## src/rtl/dvmrp_pkg.sv

```systemverilog
package dvmrp_pkg;

  typedef struct packed {
    logic [7:0] byte_value;
    logic       last_byte;
  } in_item_t;

  typedef struct packed {
    logic [31:0] source_net;
    logic [31:0] net_mask;
    logic [6:0]  route_metric;
    logic        default_route;
    logic        route_end;
    logic        message_end;
    logic        entry_valid;
    logic        truncated;
  } out_item_t;

  localparam logic [7:0] MASK_TOP    = 8'hFF;
  localparam logic [7:0] END_BIT     = 8'h80;
  localparam logic [7:0] METRIC_BITS = 8'h7F;

  // Nearest position above idx whose mask byte is nonzero; 4 when there is none.
  function automatic logic [2:0] next_pos(input logic [1:0] idx, input logic [23:0] mask);
    logic [2:0] pos;
    pos = 3'd4;
    for (int k = 3; k >= 1; k--) begin
      if ((3'(k) > {1'b0, idx}) && (mask[(3 - k) * 8 +: 8] != 8'd0)) begin
        pos = 3'(k);
      end
    end
    return pos;
  endfunction

endpackage

```

## src/rtl/dvmrp_parse.sv

```systemverilog
module dvmrp_parse (
  input  logic                 clk,
  input  logic                 rst_n,
  input  logic                 in_acc,
  input  dvmrp_pkg::in_item_t  in_item,
  output logic                 res_valid,
  output dvmrp_pkg::out_item_t res_item
);

  localparam logic [2:0] PH_MASK1  = 3'd0;
  localparam logic [2:0] PH_MASK2  = 3'd1;
  localparam logic [2:0] PH_MASK3  = 3'd2;
  localparam logic [2:0] PH_SRC0   = 3'd3;
  localparam logic [2:0] PH_SRCN   = 3'd4;
  localparam logic [2:0] PH_METRIC = 3'd5;

  logic [2:0]  phase_r, phase_nxt;
  logic [23:0] mask_r, mask_nxt;
  logic [31:0] src_r, src_nxt;
  logic [1:0]  idx_r, idx_nxt;

  logic [7:0]  b;
  logic        last;
  logic        end_bit;
  logic        dflt;
  logic        emit;
  logic [2:0]  pos;
  logic [1:0]  kc;
  logic [2:0]  after;

  assign b    = in_item.byte_value;
  assign last = in_item.last_byte;

  always_comb begin
    phase_nxt = phase_r;
    mask_nxt  = mask_r;
    src_nxt   = src_r;
    idx_nxt   = idx_r;
    emit      = 1'b0;
    res_item  = '0;
    end_bit   = (b & dvmrp_pkg::END_BIT) != 8'd0;
    dflt      = (mask_r == 24'd0) && (src_r[31:24] == 8'd0);
    pos       = dvmrp_pkg::next_pos(idx_r, mask_r);
    kc        = pos[2] ? 2'd3 : pos[1:0];
    after     = 3'd4;

    unique case (phase_r)
      PH_MASK2: begin
        mask_nxt  = mask_r | {8'd0, b, 8'd0};
        phase_nxt = PH_MASK3;
      end
      PH_MASK3: begin
        mask_nxt  = mask_r | {16'd0, b};
        phase_nxt = PH_SRC0;
      end
      PH_SRC0: begin
        src_nxt   = {b, 24'd0};
        idx_nxt   = 2'd0;
        after     = dvmrp_pkg::next_pos(2'd0, mask_r);
        phase_nxt = after[2] ? PH_METRIC : PH_SRCN;
      end
      PH_SRCN: begin
        // Place the byte at the next nonzero mask position.
        src_nxt   = src_r | (32'(b) << {~kc, 3'b000});
        idx_nxt   = kc;
        after     = dvmrp_pkg::next_pos(kc, mask_r);
        phase_nxt = after[2] ? PH_METRIC : PH_SRCN;
      end
      PH_METRIC: begin
        emit                   = 1'b1;
        res_item.source_net    = src_r;
        res_item.net_mask      = dflt ? 32'd0 : {dvmrp_pkg::MASK_TOP, mask_r};
        res_item.route_metric  = 7'(b & dvmrp_pkg::METRIC_BITS);
        res_item.default_route = dflt;
        res_item.route_end     = end_bit;
        res_item.message_end   = last;
        res_item.entry_valid   = 1'b1;
        res_item.truncated     = last && !end_bit;
        if (last || end_bit) begin
          phase_nxt = PH_MASK1;
          mask_nxt  = 24'd0;
        end else begin
          phase_nxt = PH_SRC0;
        end
        src_nxt = 32'd0;
        idx_nxt = 2'd0;
      end
      default: begin
        mask_nxt  = {b, 16'd0};
        src_nxt   = 32'd0;
        idx_nxt   = 2'd0;
        phase_nxt = PH_MASK2;
      end
    endcase

    // Message ended inside an entry: report what arrived and start over.
    if (last && (phase_r != PH_METRIC)) begin
      emit                 = 1'b1;
      res_item             = '0;
      res_item.source_net  = src_nxt;
      res_item.net_mask    = {dvmrp_pkg::MASK_TOP, mask_nxt};
      res_item.message_end = 1'b1;
      res_item.truncated   = 1'b1;
      phase_nxt            = PH_MASK1;
      mask_nxt             = 24'd0;
      src_nxt              = 32'd0;
      idx_nxt              = 2'd0;
    end
  end

  assign res_valid = in_acc && emit;

  always_ff @(posedge clk) begin
    if (!rst_n) begin
      phase_r <= PH_MASK1;
      mask_r  <= 24'd0;
      src_r   <= 32'd0;
      idx_r   <= 2'd0;
    end else if (in_acc) begin
      phase_r <= phase_nxt;
      mask_r  <= mask_nxt;
      src_r   <= src_nxt;
      idx_r   <= idx_nxt;
    end
  end

  a_last_restarts: assert property (@(posedge clk) disable iff (!rst_n)
    in_acc && last |=> phase_r == PH_MASK1 && mask_r == 24'd0 && src_r == 32'd0)
    else $error("state not cleared after last byte");

  a_partial_is_truncated: assert property (@(posedge clk) disable iff (!rst_n)
    res_valid && !res_item.entry_valid |-> res_item.truncated && res_item.message_end)
    else $error("partial entry not marked truncated");

  a_index_phase: assert property (@(posedge clk) disable iff (!rst_n)
    idx_r != 2'd0 |-> phase_r == PH_SRCN || phase_r == PH_METRIC)
    else $error("source index set outside source phase");

endmodule

```

## src/rtl/dvmrp_v3_route_report_decoder.sv

```systemverilog
// Route report body decoder.
// The input channel (in_valid/in_stall/in_data) takes one body byte per
// transfer, with last_byte marking the final byte of a message. The result
// channel (out_valid/out_stall/out_data) carries one item per completed
// entry, or one truncated item when the message stops inside an entry.
// Throughput: one byte per cycle unless in_stall, no gaps between messages.
// A result is formed as the metric or last byte is transferred in and goes to
// the output register (the skid buffer on a stall); the per-byte phase update
// is one level of logic between the parser state and the output register.
// When the receiver stalls, the output register holds its result and a
// one-entry skid buffer absorbs the next result; in_stall rises only once
// the skid buffer is occupied, and falls the cycle after the held result
// is transferred out.
// Reset (rst_n low, synchronous) returns the parser to expect the first
// mask byte of a new route and empties both output stages.
module dvmrp_v3_route_report_decoder (
  input  logic                 clk,
  input  logic                 rst_n,
  input  logic                 in_valid,
  output logic                 in_stall,
  input  dvmrp_pkg::in_item_t  in_data,
  output logic                 out_valid,
  input  logic                 out_stall,
  output dvmrp_pkg::out_item_t out_data
);

  logic                 in_acc;
  logic                 res_valid;
  dvmrp_pkg::out_item_t res_item;

  logic                 out_valid_r;
  dvmrp_pkg::out_item_t out_data_r;
  logic                 skid_valid_r;
  dvmrp_pkg::out_item_t skid_data_r;

  assign in_stall  = skid_valid_r;
  assign in_acc    = in_valid && !skid_valid_r;
  assign out_valid = out_valid_r;
  assign out_data  = out_data_r;

  dvmrp_parse u_parse (
    .clk       (clk),
    .rst_n     (rst_n),
    .in_acc    (in_acc),
    .in_item   (in_data),
    .res_valid (res_valid),
    .res_item  (res_item)
  );

  always_ff @(posedge clk) begin
    if (!rst_n) begin
      out_valid_r  <= 1'b0;
      skid_valid_r <= 1'b0;
    end else if (!out_valid_r || !out_stall) begin
      if (skid_valid_r) begin
        out_valid_r  <= 1'b1;
        skid_valid_r <= 1'b0;
      end else begin
        out_valid_r <= res_valid;
      end
    end else if (res_valid) begin
      skid_valid_r <= 1'b1;
    end
  end

  always_ff @(posedge clk) begin
    if (!out_valid_r || !out_stall) begin
      out_data_r <= skid_valid_r ? skid_data_r : res_item;
    end else if (res_valid) begin
      // hold the stalled result, park the new one
      skid_data_r <= res_item;
    end
  end

  a_skid_behind_out: assert property (@(posedge clk) disable iff (!rst_n)
    skid_valid_r |-> out_valid_r)
    else $error("skid entry without output entry");

  a_skid_drains: assert property (@(posedge clk) disable iff (!rst_n)
    skid_valid_r && !out_stall |=> out_valid_r && !skid_valid_r)
    else $error("skid entry not moved to output");

  a_stalled_out_holds: assert property (@(posedge clk) disable iff (!rst_n)
    out_valid_r && out_stall |=> out_valid_r && $stable(out_data_r))
    else $error("stalled result changed");

endmodule
```

## config.mk

```make
export PLATFORM = sky130hd
export DESIGN_NAME = dvmrp_v3_route_report_decoder
export DESIGN_NICKNAME = d
export VERILOG_FILES = /design/src/rtl/dvmrp_pkg.sv /design/src/rtl/dvmrp_parse.sv /design/src/rtl/dvmrp_v3_route_report_decoder.sv
export SDC_FILE = /design/constraint.sdc
export NUM_CORES = 1
export LEC_CHECK = 0
export ABC_AREA = 1
export BUFFER_PORTS_ARGS = -buffer_cell sky130_fd_sc_hd__clkbuf_2
export CORE_MARGIN = 3
export CORE_UTILIZATION = 40
export DETAILED_ROUTE_END_ITERATION = 8
export GPL_ROUTABILITY_DRIVEN = 1
export SLEW_MARGIN = 20
export SYNTH_ARGS = -nofsm -noshare
export SYNTH_HDL_FRONTEND = slang
export SYNTH_SLANG_ARGS = --single-unit
```

## constraint.sdc

```tcl
create_clock -name clk -period 17.08 [get_ports clk]
set_clock_uncertainty 0.1 [all_clocks]
set_input_delay 1.708 -clock clk [delete_from_list [all_inputs] [get_ports clk]]
set_output_delay 1.708 -clock clk [all_outputs]
set_load 0.05 [all_outputs]
```

Word-level counts from Yosys, hierarchy flattened

Index checks and enable logic that the tools add are counted.

Register bits: 215
Input bits: 13
Output and inout port bits: 78
Word-level logic and storage cells: 100

Order comparisons: 6
Eq/ne operators: 7
Shift-type cells: 1
Mux-type cells: 31
Bitwise gates (word level): 6
Reduce and logical (&&, ||, !) cells: 27

Operators by type and width:

| cell                                                                 | count |
|---|---|
| 76-bit 2-to-1 mux                                                    | 3 |
| 24-bit one-hot mux with 4 select lines                               | 1 |
| 32-bit one-hot mux with 3 select lines                               | 1 |
| 32-bit 2-to-1 mux                                                    | 2 |
| 24-bit 2-to-1 mux                                                    | 2 |
| 3-bit 2-to-1 mux                                                     | 12 |
| 32-bit bitwise OR                                                    | 1 |
| 8-bit by 5-bit left shift with 32-bit output                         | 1 |
| 24-bit logical NOT                                                   | 1 |
| 24-bit by 16-bit bitwise OR with 24-bit output                       | 1 |
| 24-bit by 8-bit bitwise OR with 24-bit output                        | 1 |
| 8-bit nonzero test                                                   | 3 |
| 3-bit one-hot mux with 5 select lines                                | 1 |
| 1-bit logical AND                                                    | 11 |
| 2-bit > comparator (first input constant)                            | 4 |
| 8-bit logical NOT                                                    | 1 |
| 3-bit by 2-bit == test with 1-bit output (second input constant)     | 2 |
| 3-bit == test (second input constant)                                | 2 |
| 2-bit 2-to-1 mux                                                     | 3 |
| 2-bit OR reduction                                                   | 3 |
| 1-bit 2-to-1 mux                                                     | 5 |
| 1-bit by 2-bit > comparator with 1-bit output (first input constant) | 2 |
| 1-bit logical NOT                                                    | 4 |
| 2-bit one-hot mux with 2 select lines                                | 1 |
| other kinds (7)                                                      | 10 |

Depth between registers and ports, before layout

Depth after elaboration: 15
Depth in mapped cells: 12
Gate-level depth less buffers: 11

Modules after synthesis

A second synthesis with hierarchy kept.

Cell total of the unflattened synthesis: 1035
Area total of the unflattened synthesis: 9526.6 µm²

By module, submodules not included:

| module                        | instances | cells an instance | area an instance (µm²) |
|---|---|---|---|
| dvmrp_v3_route_report_decoder | 1         | 409               | 5800.6 |
| dvmrp_parse                   | 1         | 626               | 3726.1 |

Worst setup path after synthesis

OpenSTA, ideal clock, no wires.

Path type: input to register
Start point: input port out_stall
End point: register skid_data_r[0] (netlist name), enable pin
Library setup time: 0.496 ns
Arrival time: 6.349 ns
Required time: 16.484 ns
Setup slack: 10.135 ns
Stages: 2
Buffers on the path: 0
Cell sequence: nand2_1 nor2_1

Word-level cells in the longest chain between the ends: 4

RTL lines:

| item                                 | line                                | RTL |
|---|---|---|
| from (decl)                          | dvmrp_v3_route_report_decoder.sv:23 | `input logic out_stall,` |
| 1-bit logical NOT                    | dvmrp_v3_route_report_decoder.sv:67 | `if (!out_valid_r \|\| !out_stall) begin` |
| 1-bit logical OR                     | dvmrp_v3_route_report_decoder.sv:67 |  |
| 1-bit NOT (no source line)           | --                                  |  |
| 2-bit AND reduction (no source line) | --                                  |  |
| to (signal assigned)                 | dvmrp_v3_route_report_decoder.sv:71 | `skid_data_r <= res_item;` |
| to (decl)                            | dvmrp_v3_route_report_decoder.sv:34 | `dvmrp_pkg::out_item_t skid_data_r;` |

Every way passes these cells.
A chain may end at the register's enable or synchronous reset.

Worst setup path after layout

Start point: input port out_stall
End point: register skid_data_r[56] (netlist name), enable pin

The elaborated chain is that of the path after synthesis.

==> results by group <==
Synthesis
  – Syn Area/Cell: 8.82 sq um
  – Library cells used by synthesis: 31
  – Most frequent cell after synthesis: nand2_1
  – FF+latch count, synth: about 200
  – Yosys top cell area share: 0.446
  – Post-synth EDFFs: 138
  – Top post-synthesis cells by area: edfxtp_1, nand2_1, dfxtp_1, a21oi_1, inv_1
  – Post-synth top area cell: edfxtp_1
  – Mapped Area: 9290 sq um
  – Warnings, synthesis: 0
  – Async set-reset flop share out of synthesis: 0
  – Ys flop type: edfxtp_1
  – Syn_nets: 1,066
  – Share of the yosys chip area belonging to registers: 0.582
  – Syn Inst Count: around 1,100
  – Commonest cells in the netlist: nand2_1, edfxtp_1, a21oi_1, inv_1, dfxtp_1

Route
  – DRT Pass-1 Iters: 5
  – Per-cell routed wire length: 15.4 um
  – Final WL: 21,800 um
  – DR vias/cell: 5.08
  – Residual DRC: 0
  – Final ANT Viol Nets: 0
  – Via count: about 7,200
  – Iter 0 DRT Violations: 633

Timing
  – Final setup fails: 0
  – Max Transition Viols Final: 0
  – Fmax: approximately 0.26 GHz
  – Final WS setup: 13,280 ps
  – Final hold vios: 0
  – Worst slew pin tran: 1090 ps
  – Unrepaired setup endpoints after global routing: false
  – Final period util: 0.222
  – Rel. slew slack: 0.273
  – Final min period: 3800 ps
  – Setup TNS: 0 ps

Run status
  – Status: completed

Clock network
  – CTS Buffer Depth: 3
  – CTS tree: built
  – CTS Hold Bufs: 0
  – Post-CTS Setup Bufs: 0
  – TritonCTS buffer count: 21
  – Clock sinks: roughly 200
  – Clock Latency Late Sink: 500 ps
  – Root buffer cell: clkbuf_16
  – Post-cts sizing count: 0
  – CTS H-tree depth: 1
  – Clock-pin slew on the worst setup and hold paths: 60 ps

Setup path
  – CP Class: in2reg
  – CP Max Fanout: between 70 and 80
  – CP Buf/Inv Count: 3
  – Slowest cell delay on critical path: between 900 and 1000 ps
  – Worst reg-to-reg setup slack: between 10,000 and 15,000 ps
  – Worst path required time: between 15,000 and 20,000 ps
  – CP Cell Sequence: clkbuf_2 -> nand2_4 -> buf_4 -> nor2_4 -> buf_4
  – CP top delay family: buffers and inverters
  – Most used cell, CP: buf_4
  – Element type at the critical path end: register
  – RR Startpoint: u_parse.phase_r[2]
  – CP arrival: 3840 ps
  – Worst path slowest cell: nor2_4
  – Setup crit start kind: input pin
  – CP Launch Point: out_stall
  – Reg2reg end: skid_data_r[56]
  – FF-to-FF path depth: 7

Global routing
  – Vias in the first global route: 6,657
  – Maximum number of pins on one net before global-route repair: 74
  – First-pass GRT wire length: 35,100 um
  – GR Overflow Total: 0
  – Antenna violations before repair: 0
  – Gr usage total: 0.173

Floorplan
  – Die W: 158 um
  – Initial Utilization: 0.409
  – Site Rows: 55
  – # IOs: 91
  – Die H: 158 um
  – Die area: about 25,000 sq um
  – Core area: 22,700 sq um

Power and ir drop
  – Final Power: 0.00108 W
  – Combinational Power Share: 0.086
  – Internal power: ~0.0008 W
  – Switch share: 0.244
  – Net switching power: around 0.00026 W
  – P per Cell Area: 102 nW/um^2
  – Sequential share of power: 0.495
  – Clk pwr share: 0.418
  – Peak supply drop: 0.0488 mV
  – LEAKAGE: 4.13 nW

Finish
  – Fin nets: 1,124
  – Area growth from synthesis to layout: 13.2%
  – Layout cell share with drive strength beyond 1: 0.168
  – Layout Utilization: 0.463
  – Layout Cells excl Fill: approximately 1,400
  – Filler instances: 2,179
  – Antenna diode count: 0

Job
  – Number of max-cap violations: 0

Placement
  – Setup slack at placement: between 10,000 and 15,000 ps
  – Post-DP HPWL: approximately 13,000 um
  – Routability cong.: 0.830
  – Port Buf Inserts: 90
  – Placed cell count: 1,373

Min path
  – Hold_sp: u_parse.src_r[16]
  – Min-Delay Path Depth: 2
  – Worst Hold Class: reg2reg
  – Hold endpoint: u_parse.src_r[16]
kinds of logic after synthesis:
kind of cell | count (synthesis) | share of synthesized area
compound gates | 169 | 0.0997
flops | 201 | 0.582
buf+inv | 139 | 0.0668
simple gates | 544 | 0.251
through the flow:
stage / hold slack [ps] / area, sq um
after global routing: 380 / 10500
after CTS: 366 / 10500
after floorplan: 344 / 9290
final: 366 / 10500
after detailed placement: 356 / 9840
after global placement: 351 / 9840
worst register-to-register path: stages, from the launching register on:
cell	delay, ps
dfxtp_1	430
inv_2	110
nor2_2	100
nand2_2	60
inv_2	440
o211ai_1	260
nor2_4	880
buf_4	570
power groups by stage:
stage | logic [W] | registers [W] | clock network (W)
global placement | 0.0000931 | 0.000544 | 0
CTS | 0.0000934 | 0.000534 | 0.000463
global route | 0.0000994 | 0.000535 | 0.000481
detailed placement | 0.0000932 | 0.000544 | 0
finish | 0.0000927 | 0.000534 | 0.000451
floorplan | 0.0000406 | 0.000576 | 0
per-layer routing:
| metal | GRT usage | part of all wire |
|---|---|---|
| met5 | 0 | 0 |
| met4 | 0.0463 | 0.020 |
| met1 | 0.250 | 0.49 |
| met2 | 0.273 | 0.44 |
| met3 | 0.0250 | 0.052 |
area by class of cell:
class                   instances  area [sq um]  share of cell area
flip-flops and latches        201          5410               0.514
multi-input cells             713          3280               0.312
clock buffers                  30           589              0.0561
repair buffers                 99           518              0.0493
well taps                     285           357              0.0339
inverters                      75           284              0.0270
clock inverters                 7          83.8             0.00797
sequential cells by signal, indices dropped and copies added (netlist names):
name,cells
in_stall,1
u_parse.src_r,32
out_valid,1
u_parse.mask_r,24
u_parse.idx_r,2
out_data,69
u_parse.phase_r,3
skid_data_r,69
worst max-delay path by stage:
stage	depth (start not counted)	endpoint	slack (ps)
6_report	5	skid_data_r[56]	13280
5_1_grt	5	skid_data_r[59]	13110
4_1_cts	5	skid_data_r[56]	13250
3_5_place_dp	5	skid_data_r[50]	12730
3_3_place_gp	5	skid_data_r[50]	12800
2_1_floorplan	2	skid_data_r[0]	10130
placed cells by master (no fill, tap or decap), types with 4 or more instances in the layout:
master / instances
nand2_1: 429
edfxtp_1: 138
clkbuf_2: 90
a21oi_1: 78
inv_1: 64
dfxtp_1: 62
nor2_1: 31
o21ai_0: 30
o21ai_1: 28
nand3_1: 27
clkbuf_16: 21
o22ai_1: 16
nand3_2: 15
o21ai_2: 14
nand4_1: 11
nand2_2: 10
inv_2: 9
nor3_1: 9
buf_4: 9
clkbuf_1: 6
clkinv_1: 4
No activity file was read; power rests on OpenSTA's default activity.
